**src/hw/rtl/sha256_message_hasher_defines.svh**
```systemverilog
// Assertion macros shared by the SHA-256 hasher RTL.
// Depends on nothing; included by the top level.
`ifndef SHA256_MESSAGE_HASHER_DEFINES_SVH
`define SHA256_MESSAGE_HASHER_DEFINES_SVH
// clocked implication check, disabled in reset
`define SHA_ASSERT_IMP(label, clk, rst, pre, post, msg) \
   label: assert property (@(posedge clk) disable iff (rst) (pre) |-> (post)) \
      else $error(msg);
// next-cycle implication check, disabled in reset
`define SHA_ASSERT_NEXT(label, clk, rst, pre, post, msg) \
   label: assert property (@(posedge clk) disable iff (rst) (pre) |=> (post)) \
      else $error(msg);
`endif

```
**src/hw/rtl/sha_pkg.sv**
```systemverilog
// Package for the SHA-256 hasher: round constants, initial hash, state codes.
// Depends on nothing.
package sha_pkg;
   localparam int BlockBytes = 64;
   localparam int BlockWords = 16;
   localparam int Rounds     = 64;
   localparam int HashWords  = 8;

   typedef enum logic [2:0] {
      ST_IDLE, ST_BYTES, ST_PAD, ST_ROUND, ST_FOLD, ST_EMIT
   } state_type;

   typedef struct packed {
      logic       start;
      logic       fold;
      logic       reinit;
      logic [5:0] round;
   } core_ctl_type;

   function automatic logic [31:0] round_k(input logic [5:0] i);
      logic [31:0] k [0:63];
      k = '{
         32'h428a2f98, 32'h71374491, 32'hb5c0fbcf, 32'he9b5dba5,
         32'h3956c25b, 32'h59f111f1, 32'h923f82a4, 32'hab1c5ed5,
         32'hd807aa98, 32'h12835b01, 32'h243185be, 32'h550c7dc3,
         32'h72be5d74, 32'h80deb1fe, 32'h9bdc06a7, 32'hc19bf174,
         32'he49b69c1, 32'hefbe4786, 32'h0fc19dc6, 32'h240ca1cc,
         32'h2de92c6f, 32'h4a7484aa, 32'h5cb0a9dc, 32'h76f988da,
         32'h983e5152, 32'ha831c66d, 32'hb00327c8, 32'hbf597fc7,
         32'hc6e00bf3, 32'hd5a79147, 32'h06ca6351, 32'h14292967,
         32'h27b70a85, 32'h2e1b2138, 32'h4d2c6dfc, 32'h53380d13,
         32'h650a7354, 32'h766a0abb, 32'h81c2c92e, 32'h92722c85,
         32'ha2bfe8a1, 32'ha81a664b, 32'hc24b8b70, 32'hc76c51a3,
         32'hd192e819, 32'hd6990624, 32'hf40e3585, 32'h106aa070,
         32'h19a4c116, 32'h1e376c08, 32'h2748774c, 32'h34b0bcb5,
         32'h391c0cb3, 32'h4ed8aa4a, 32'h5b9cca4f, 32'h682e6ff3,
         32'h748f82ee, 32'h78a5636f, 32'h84c87814, 32'h8cc70208,
         32'h90befffa, 32'ha4506ceb, 32'hbef9a3f7, 32'hc67178f2};
      return k[i];
   endfunction

   function automatic logic [31:0] init_hash(input logic [2:0] i);
      logic [31:0] h [0:7];
      h = '{32'h6a09e667, 32'hbb67ae85, 32'h3c6ef372, 32'ha54ff53a,
            32'h510e527f, 32'h9b05688c, 32'h1f83d9ab, 32'h5be0cd19};
      return h[i];
   endfunction
endpackage

```
**src/hw/rtl/sha_core.sv**
```systemverilog
// SHA-256 round engine: message schedule window, working variables, chain.
// Depends on sha_pkg.
module sha_core import sha_pkg::*; (
   input  logic                clock,
   input  logic                reset,
   input  core_ctl_type        ctl,
   input  logic [BlockWords*32-1:0] block_words,
   input  logic [2:0]          rd_index,
   output logic [31:0]         rd_word
);
   logic [31:0] w_ff [0:15];
   logic [31:0] w_in [0:15];
   logic [31:0] v_ff [0:7];
   logic [31:0] v_in [0:7];
   logic [31:0] h_ff [0:7];
   logic [31:0] h_in [0:7];
   logic [31:0] s0, s1, big0, big1, ch, maj, t1, t2, wnew;

   // one round: schedule word and compression step
   always_comb begin
      s0   = {w_ff[1][6:0], w_ff[1][31:7]} ^ {w_ff[1][17:0], w_ff[1][31:18]} ^ (w_ff[1] >> 3);
      s1   = {w_ff[14][16:0], w_ff[14][31:17]} ^ {w_ff[14][18:0], w_ff[14][31:19]}
             ^ (w_ff[14] >> 10);
      wnew = w_ff[0] + s0 + w_ff[9] + s1;
      big1 = {v_ff[4][5:0], v_ff[4][31:6]} ^ {v_ff[4][10:0], v_ff[4][31:11]}
             ^ {v_ff[4][24:0], v_ff[4][31:25]};
      ch   = (v_ff[4] & v_ff[5]) ^ (~v_ff[4] & v_ff[6]);
      t1   = v_ff[7] + big1 + ch + round_k(ctl.round) + w_ff[0];
      big0 = {v_ff[0][1:0], v_ff[0][31:2]} ^ {v_ff[0][12:0], v_ff[0][31:13]}
             ^ {v_ff[0][21:0], v_ff[0][31:22]};
      maj  = (v_ff[0] & v_ff[1]) ^ (v_ff[0] & v_ff[2]) ^ (v_ff[1] & v_ff[2]);
      t2   = big0 + maj;
      for (int i = 0; i < 15; i++) w_in[i] = w_ff[i+1];
      w_in[15] = wnew;
      v_in[0] = t1 + t2;
      v_in[1] = v_ff[0];
      v_in[2] = v_ff[1];
      v_in[3] = v_ff[2];
      v_in[4] = v_ff[3] + t1;
      v_in[5] = v_ff[4];
      v_in[6] = v_ff[5];
      v_in[7] = v_ff[6];
      for (int i = 0; i < 8; i++) h_in[i] = h_ff[i];
      if (ctl.start) begin
         for (int i = 0; i < 16; i++) w_in[i] = block_words[(15-i)*32 +: 32];
         for (int i = 0; i < 8; i++) v_in[i] = h_ff[i];
      end
      if (ctl.fold)
         for (int i = 0; i < 8; i++) h_in[i] = h_ff[i] + v_ff[i];
      if (ctl.reinit)
         for (int i = 0; i < 8; i++) h_in[i] = init_hash(3'(i));
   end

   // hold schedule and working state, chain resets to initial hash
   always_ff @(posedge clock) begin
      w_ff <= w_in;
      v_ff <= v_in;
      if (reset) begin
         for (int i = 0; i < 8; i++) h_ff[i] <= init_hash(3'(i));
      end else begin
         h_ff <= h_in;
      end
   end

   assign rd_word = h_ff[rd_index];
endmodule

```
**src/hw/rtl/sha256_message_hasher.sv**
```systemverilog
// SHA-256 hasher, one beat at a time. A beat is accepted, its bytes are pushed one per
// cycle and it closes; a full block pauses the pushes for the rounds and a fold in the
// shared round engine. A last beat then pads one byte per cycle (64 - fill bytes, plus a
// whole block when the length does not fit), likewise pausing, and emits 8 digest beats.
// Synchronous active-high reset loads the initial hash and clears counters.
`include "sha256_message_hasher_defines.svh"
module sha256_message_hasher import sha_pkg::*; (
   input  logic        clock,
   input  logic        reset,
   input  logic        req_valid,
   output logic        req_stall,
   input  logic [31:0] req_data_word,
   input  logic [2:0]  req_byte_count,
   input  logic        req_is_last,
   output logic        rsp_valid,
   input  logic        rsp_stall,
   output logic [31:0] rsp_digest_word,
   output logic [2:0]  rsp_word_index,
   output logic        rsp_final_word
);
   state_type    state_ff, state_in;
   logic [31:0]  data_ff, data_in;
   logic [2:0]   left_ff, left_in;
   logic         last_ff, last_in;
   logic [63:0]  bits_ff, bits_in, len_ff, len_in;
   logic [5:0]   fill_ff, fill_in;
   logic [6:0]   pad_ff, pad_in;      // padding bytes pushed so far
   logic         room_ff, room_in;    // length bytes go into this block
   logic [5:0]   round_ff, round_in;
   logic [2:0]   idx_ff, idx_in;
   logic [8*(BlockBytes-1)-1:0] blk_ff, blk_in;
   logic [BlockWords*32-1:0] block_words;
   logic         push;
   logic [7:0]   push_byte;
   logic [2:0]   cnt;
   core_ctl_type ctl;
   logic [31:0]  hash_word;

   assign cnt = (req_byte_count > 3'd4) ? 3'd4 : req_byte_count;

   // next state, byte pushes and handshakes
   always_comb begin
      state_in = state_ff;
      data_in = data_ff; left_in = left_ff; last_in = last_ff;
      bits_in = bits_ff; len_in = len_ff; fill_in = fill_ff; pad_in = pad_ff;
      room_in = room_ff;
      round_in = round_ff; idx_in = idx_ff;
      push = 1'b0; push_byte = data_ff[31:24];
      ctl = '0; ctl.round = round_ff;
      req_stall = (state_ff != ST_IDLE);
      rsp_valid = (state_ff == ST_EMIT);
      case (state_ff)
         ST_IDLE: if (req_valid) begin
            data_in = req_data_word; left_in = cnt; last_in = req_is_last;
            bits_in = bits_ff + {58'd0, cnt, 3'd0};
            pad_in = 7'd0;
            state_in = ST_BYTES;
         end
         ST_BYTES: begin
            if (left_ff != 3'd0) begin
               push = 1'b1;
               data_in = {data_ff[23:0], 8'd0};
               left_in = left_ff - 3'd1;
            end else if (last_ff) begin
               len_in = bits_ff; pad_in = 7'd0; state_in = ST_PAD;
            end else begin
               state_in = ST_IDLE;
            end
         end
         ST_PAD: begin
            push = 1'b1;
            pad_in = pad_ff + 7'd1;
            if (pad_ff == 7'd0) begin
               push_byte = 8'h80;
               room_in = (fill_ff < 6'd56);
            end else if (room_ff && fill_ff >= 6'd56) begin
               push_byte = len_ff[{~fill_ff[2:0], 3'b111} -: 8];
            end else begin
               push_byte = 8'h00;
            end
         end
         ST_ROUND: begin
            round_in = round_ff + 6'd1;
            if (round_ff == 6'd63) state_in = ST_FOLD;
         end
         ST_FOLD: begin
            ctl.fold = 1'b1;
            // resume bytes, continue padding, or emit once the length block is folded
            if (left_ff != 3'd0 || pad_ff == 7'd0) begin
               state_in = ST_BYTES;
            end else if (pad_ff >= 7'd9) begin
               state_in = ST_EMIT; idx_in = 3'd0;
            end else begin
               state_in = ST_PAD;
            end
         end
         ST_EMIT: if (!rsp_stall) begin
            idx_in = idx_ff + 3'd1;
            if (idx_ff == 3'd7) begin
               ctl.reinit = 1'b1; bits_in = '0; fill_in = '0;
               last_in = 1'b0; state_in = ST_IDLE;
            end
         end
         default: state_in = ST_IDLE;
      endcase
      // after each pushed byte, start compression on a full block
      if (push) begin
         fill_in = fill_ff + 6'd1;
         if (fill_ff == 6'd63) begin
            ctl.start = 1'b1; round_in = 6'd0; state_in = ST_ROUND;
            if (state_ff == ST_PAD) room_in = 1'b1;
         end
      end
   end

   // shift each pushed byte into the block register
   assign blk_in = push ? {blk_ff[8*(BlockBytes-2)-1:0], push_byte} : blk_ff;

   // state, counters and block bytes
   always_ff @(posedge clock) begin
      if (reset) begin
         state_ff <= ST_IDLE;
         bits_ff <= '0; fill_ff <= '0; last_ff <= 1'b0; left_ff <= '0;
         pad_ff <= '0; room_ff <= 1'b0; round_ff <= '0; idx_ff <= '0;
      end else begin
         state_ff <= state_in;
         bits_ff <= bits_in; fill_ff <= fill_in; last_ff <= last_in; left_ff <= left_in;
         pad_ff <= pad_in; room_ff <= room_in; round_ff <= round_in; idx_ff <= idx_in;
      end
      data_ff <= data_in;
      len_ff <= len_in;
      blk_ff <= blk_in;
   end

   // the 64th byte joins the 63 held bytes as the block is started
   assign block_words = {blk_ff, push_byte};

   sha_core u_core (
      .clock(clock), .reset(reset), .ctl(ctl), .block_words(block_words),
      .rd_index(idx_ff), .rd_word(hash_word)
   );

   assign rsp_digest_word = hash_word;
   assign rsp_word_index  = idx_ff;
   assign rsp_final_word  = (idx_ff == 3'd7);

   `SHA_ASSERT_IMP(a_no_rsp_idle, clock, reset, state_ff == ST_IDLE, !rsp_valid,
      "digest beat outside emit")
   `SHA_ASSERT_IMP(a_stall_busy, clock, reset, rsp_valid, req_stall,
      "request taken while emitting")
   `SHA_ASSERT_NEXT(a_round_go, clock, reset, ctl.start, state_ff == ST_ROUND && round_ff == 6'd0,
      "compression did not begin")
endmodule

```
**config.mk**
```make
export PLATFORM = sky130hd
export DESIGN_NAME = sha256_message_hasher
export DESIGN_NICKNAME = d
export VERILOG_FILES = /design/src/hw/rtl/sha_pkg.sv /design/src/hw/rtl/sha_core.sv /design/src/hw/rtl/sha256_message_hasher.sv
export VERILOG_INCLUDE_DIRS = /design/src /design/src/hw/rtl
export SDC_FILE = /design/constraint.sdc
export NUM_CORES = 2
export LEC_CHECK = 0
export BUFFER_PORTS_ARGS = -buffer_cell sky130_fd_sc_hd__buf_2
export CORE_MARGIN = 5
export CORE_UTILIZATION = 25
export CTS_CLUSTER_SIZE = 14
export DETAILED_ROUTE_END_ITERATION = 12
export GPL_ROUTABILITY_DRIVEN = 0
export PLACE_DENSITY_LB_ADDON = 0.2
export SYNTH_ARGS = -nofsm -noshare
export SYNTH_HDL_FRONTEND = slang
export SYNTH_SLANG_ARGS = --single-unit
```
**constraint.sdc**
```tcl
create_clock -name clock -period 15.62 [get_ports clock]
set_input_delay 1.562 -clock clock [delete_from_list [all_inputs] [get_ports clock]]
set_output_delay 1.562 -clock clock [all_outputs]
set_load 0.01 [all_outputs]
```
Word-level counts from Yosys, hierarchy flattened
Memory sizes are Yosys's and may differ from the RTL's.
Index checks and enable logic that the tools add are counted.
{"block": "word_totals", "latch_bits": 0, "memories": 1, "input_bits": 40, "elab_cells": 197, "register_bits": 1718, "out_inout_bits": 38, "rom_bits": 2048, "ram_bits": 0}
{"memory": "(name not given)", "words": 64, "width": 32, "rd": 1, "rd_clocked_by_memory_dff": 0, "write_ports": 0, "line_no": "sha_pkg.sv:39", "source": "return k[i];"}
{"block": "classes", "magnitude_cmp": 6, "eq_ne": 17, "n_mul": 0, "n_bitwise": 21, "reduce_logical": 19, "mux": 64, "shift": 1, "div": 0, "add_sub_neg": 24}
{"op": "$add A32 B32 Y32", "count": 18}
{"op": "$mux W512", "count": 1}
{"op": "$xor A32 B32 Y32", "count": 9}
{"op": "$mux W256", "count": 1}
{"op": "$mux W32", "count": 6}
{"op": "$mux W64", "count": 3}
{"op": "$and A32 B32 Y32", "count": 5}
{"op": "$pmux W64 S2", "count": 1}
{"op": "$bmux W32 S3", "count": 1}
{"op": "$shiftx A71 B7 Y8", "count": 1}
{"op": "$add A64 B6 Y64", "count": 1}
{"op": "$pmux W32 S2", "count": 1}
{"op": "$mux W3", "count": 15}
{"op": "$mux W6", "count": 7}
{"op": "$not A32 Y32", "count": 1}
{"op": "$xor A32 B22 Y32", "count": 1}
{"op": "$xor A32 B29 Y32", "count": 1}
{"op": "$mux W8", "count": 3}
{"op": "$mux W7", "count": 3}
{"op": "$pmux W7 S3", "count": 1}
{"op": "$pmux W3 S6", "count": 1}
{"op": "$mux W1", "count": 15}
{"op": "$ne A2 B2 Y1 const B", "count": 7}
{"op": "$add A6 B1 Y6 const B", "count": 2}
{"op": "other kinds (30)", "count": 47}

Logic depth before layout (Yosys ltp)
{"block": "logic_depth", "depth_word": 8, "depth_mapped": 43, "mapped_depth_nobuf": 40}

By module
Synthesis repeated with hierarchy kept, for this count alone.
{"block": "hier_totals", "hier_cells": 7944, "hier_area_um2": 86691.9}
{"module": "sha_core", "instances": 1, "cells_per_inst": 6658, "area_each_um2": 63041.7, "seq_area_each_um2": 20499.7}
{"module": "sha256_message_hasher", "instances": 1, "cells_per_inst": 1286, "area_each_um2": 23650.2, "seq_area_each_um2": 19748.9}

Worst setup path before layout
OpenSTA, ideal clock, no wires.
{"block": "synth_timing", "path_kind": "reg-to-reg", "startpoint": "register state_ff[2]", "endpoint": "register u_core.v_ff[111] (netlist name)", "n_path_buf": 4, "stages_incl_launch_ff": 12, "t_arrival_ns": 14.325, "setup_slack_ns": 1.163, "path_cell_list": "dfxtp_1 clkbuf_1 nor2_1 nand2_1 nor2_1 nor2_1 clkinv_1 nand2_1 clkbuf_1 clkbuf_1 clkbuf_1 a21oi_1"}
{"element": "start, declared", "line_no": "sha256_message_hasher.sv:21", "source": "state_type state_ff, state_in;"}
{"element": "start signal, assigned", "line_no": "sha256_message_hasher.sv:126", "source": "state_ff <= state_in;"}
{"element": "end signal, assigned", "line_no": "sha_core.sv:57", "source": "v_ff <= v_in;"}
{"element": "end, declared", "line_no": "sha_core.sv:13", "source": "logic [31:0] v_ff [0:7];"}

==> flow_summary.json <==
{
  "status": "complete, no violations",
  "crit_family": "compound AO/OA/AOI/OAI gates",
  "cp_num_buf_inv": 5,
  "ys.flop_type": "dfxtp_1",
  "ys_top_cells_by_count": "2635 x nand2_1, 1115 x dfxtp_1, 597 x edfxtp_1, 521 x a21oi_1",
  "slew_headroom_pct": 13.75,
  "antenna_left": 0,
  "fin_crit_sh_pct": 70.44,
  "rows": 214,
  "seq_area_frac_synth_pct": 47.02,
  "yosysMostFrequentCell": "nand2_1",
  "startpoint_type": "flip-flop",
  "die_w_microns": 595.1,
  "end_kind": "flip-flop",
  "synth_cell_type_count": 93,
  "synth_warnings": 0,
  "cts_setup_buffers": 0,
  "reg2reg_from": "round_ff[0]$_SDFF_PP0_",
  "synth_fp_nets": 9799,
  "drive_gt1_share_pct": 6.667,
  "cts_sinks": 1712,
  "syn-cell-area_sq_um": 85600,
  "portBuffers": 77,
  "synth_top_cell_area_share_pct": 26.08,
  "yosys.area.top_type": "dfxtp_1",
  "dr_total_vias": 64480,
  "path_clk_slew_ns": 0.06,
  "finalWirelength_mm": 278.0,
  "synth_cells": 9157,
  "final.min_clock_period_ns": 11.00,
  "ys_ff_latch": 1712,
  "whs_path_depth": 2,
  "clk_latency_ns": 0.89,
  "hpwl_mm": 201.9,
  "syn_to_final_growth_pct": 13.42,
  "rsz0062_at_grt": "no",
  "cpPeakStageDelay_ns": 1.06,
  "r2r_cells": 33,
  "fin_nets": 9723,
  "ios": 78,
  "slowest_stage": "a211oi_1",
  "final_hold_viol_count": 0,
  "hp-start": "u_core.w_ff[190]$_DFF_P_",
  "cp_common_cell": "fa_1",
  "tightest_slew_ns": 1.286,
  "root_buffer": "clkbuf_16",
  "die-area_sq_um": 354200,
  "hold_buffers": 0,
  "cts_resized": 0,
  "antenna_found_initial": 14,
  "cap_violations": 0,
  "grt_pass1_wl_mm": 416.2,
  "cts_buffers": 197,
  "synthTopCellsByArea": "dfxtp_1 26%, edfxtp_1 21%, nand2_1 12%, ha_1 5.9%, fa_1 4.6%",
  "drv_slew": 0,
  "route.detailed.drc": 0,
  "h-tree-depth": 4,
  "grt_pass1_vias": 63820,
  "routedWlPerCell_microns": 20.17,
  "setup_viol": 0,
  "drt_iter0_drc": 5146,
  "clock.fmax_mhz": 90.88,
  "cts_buffer_depth": 4,
  "grt_max_degree": 206,
  "core_sq_um": 340300,
  "fp.dieH_microns": 595.1,
  "worstSetupPathType": "flip-flop to flip-flop",
  "synth-async-reset-ratio_pct": 0,
  "cp_max_fo": 24,
  "synth_edf_count": 597,
  "fin_skew_ns": 0.07190,
  "required_ns": 16.32,
  "hold_path_end": "u_core.w_ff[222]$_DFF_P_",
  "fin_setup_tns_ns": 0,
  "r2r-end": "u_core.v_ff[255]$_DFF_P_",
  "syn_avg_cell_area_sq_um": 9.348,
  "rrSetupSlack_ns": 4.62,
  "start_util_pct": 25.15,
  "grtUsageTotal_pct": 15.13,
  "crit_arrival_ns": 11.71,
  "cts_tree": "built",
  "dr.pass1.iters": 6,
  "hold_path.class": "flip-flop to flip-flop",
  "grt-ovfl-total": 0,
  "viasPerCell": 4.679
}
[per-layer routing]
layer,wire (microns),GRT usage [%]
met2,125200,24.20
met1,130000,21.10
met4,10100,5.059
met3,12580,1.945
met5,45,0
[worst register-to-register path: cells and delay by family (launching register included)]
kind / cells / cell delay [ns]
DFF: 1 / 0.31
AOI/OAI and AO/OA: 15 / 4.60
buffers and inverters: 5 / 0.98
xor gates and xnor gates: 3 / 0.67
and+or+nand+nor: 3 / 0.82
adders and majority gates: 7 / 3.48
[stage by stage]
step	util, %	hold slack [ns]	instance area (sq um)	worst slack (ns)	instances
global route	28.52	0.3853	97080	4.143	13780
global placement	26.67	0.4090	90760	5.036	13420
finish	28.53	0.3758	97090	4.617	13780
floorplan	-	0.3989	85600	1.163	9157
CTS	28.52	0.3642	97070	4.921	13780
detailed placement	26.67	0.4071	90760	4.927	13420
[layout make-up]
| type | instances | area [sq um] |
|---|---|---|
| Antenna cell | 6 | 15.01 |
| Clock buffer | 292 | 5713 |
| Clock inverter | 65 | 596.8 |
| Fill cell | 35670 | 243200 |
| Inverter | 368 | 1389 |
| Multi-Input combinational cell | 6652 | 42410 |
| Sequential cell | 1712 | 40260 |
| Tap cell | 4536 | 5675 |
| Timing Repair Buffer | 150 | 1021 |
[cell usage in the layout, fill, tap and decap left out, types with 66 or more instances in the layout]
| master | netlist | final |
|---|---|---|
| nand3_1 | 110 | 110 |
| inv_1 | 364 | 364 |
| nor3_1 | 100 | 99 |
| nand2b_1 | 72 | 72 |
| a211oi_1 | 67 | 67 |
| buf_4 | 0 | 66 |
| a21oi_1 | 521 | 521 |
| edfxtp_1 | 597 | 597 |
| buf_2 | 0 | 77 |
| a21o_1 | 196 | 196 |
| o21ai_0 | 406 | 406 |
| mux4_2 | 81 | 81 |
| nand2_1 | 2635 | 2634 |
| dfxtp_1 | 1115 | 1108 |
| fa_1 | 196 | 196 |
| ha_1 | 406 | 406 |
| xor2_1 | 254 | 254 |
| clkbuf_16 | 0 | 202 |
| xnor2_1 | 352 | 352 |
| nor2_1 | 389 | 386 |
| o211ai_1 | 102 | 102 |
[worst max-delay path by stage]
stage	depth (start not counted)	endpoint	slack [ns]	startpoint
after floorplan	11	u_core.v_ff[111]$_DFF_P_	1.16	state_ff[2]$_SDFF_PP0_
after global routing	33	u_core.v_ff[255]$_DFF_P_	4.14	round_ff[0]$_SDFF_PP0_
final	33	u_core.v_ff[255]$_DFF_P_	4.62	round_ff[0]$_SDFF_PP0_
after detailed placement	33	u_core.v_ff[255]$_DFF_P_	4.93	round_ff[0]$_SDFF_PP0_
after CTS	33	u_core.v_ff[255]$_DFF_P_	4.92	round_ff[0]$_SDFF_PP0_
after global placement	33	u_core.v_ff[255]$_DFF_P_	5.04	round_ff[0]$_SDFF_PP0_
[logic make-up (layout without fill, tap and decap cells)]
kind of cell    count (synthesis)  in the layout  synth area share (%)
simple gates                 3603           3603                 17.38
flops                        1712           1712                 47.02
compound gates               1676           1676                 12.24
buf+inv                       793            875                 3.477
xor+xnor                      606            606                 6.201
fa+ha+maj                     605            605                 10.55
mux                           162            162                 3.135
other cells                     0              6                     0
[registers in the layout (all words and copies together) (netlist names), 6 cells and up]
signal,cells
u_core.v_ff,256
u_core.w_ff,512
data_ff,32
bits_ff,61
fill_ff,6
blk_ff,504
len_ff,61
u_core.h_ff,256
pad_ff,7
round_ff,6
Power is not shown: default switching activity piles up to over one toggle a cycle in this logic, so the estimate is an artifact.
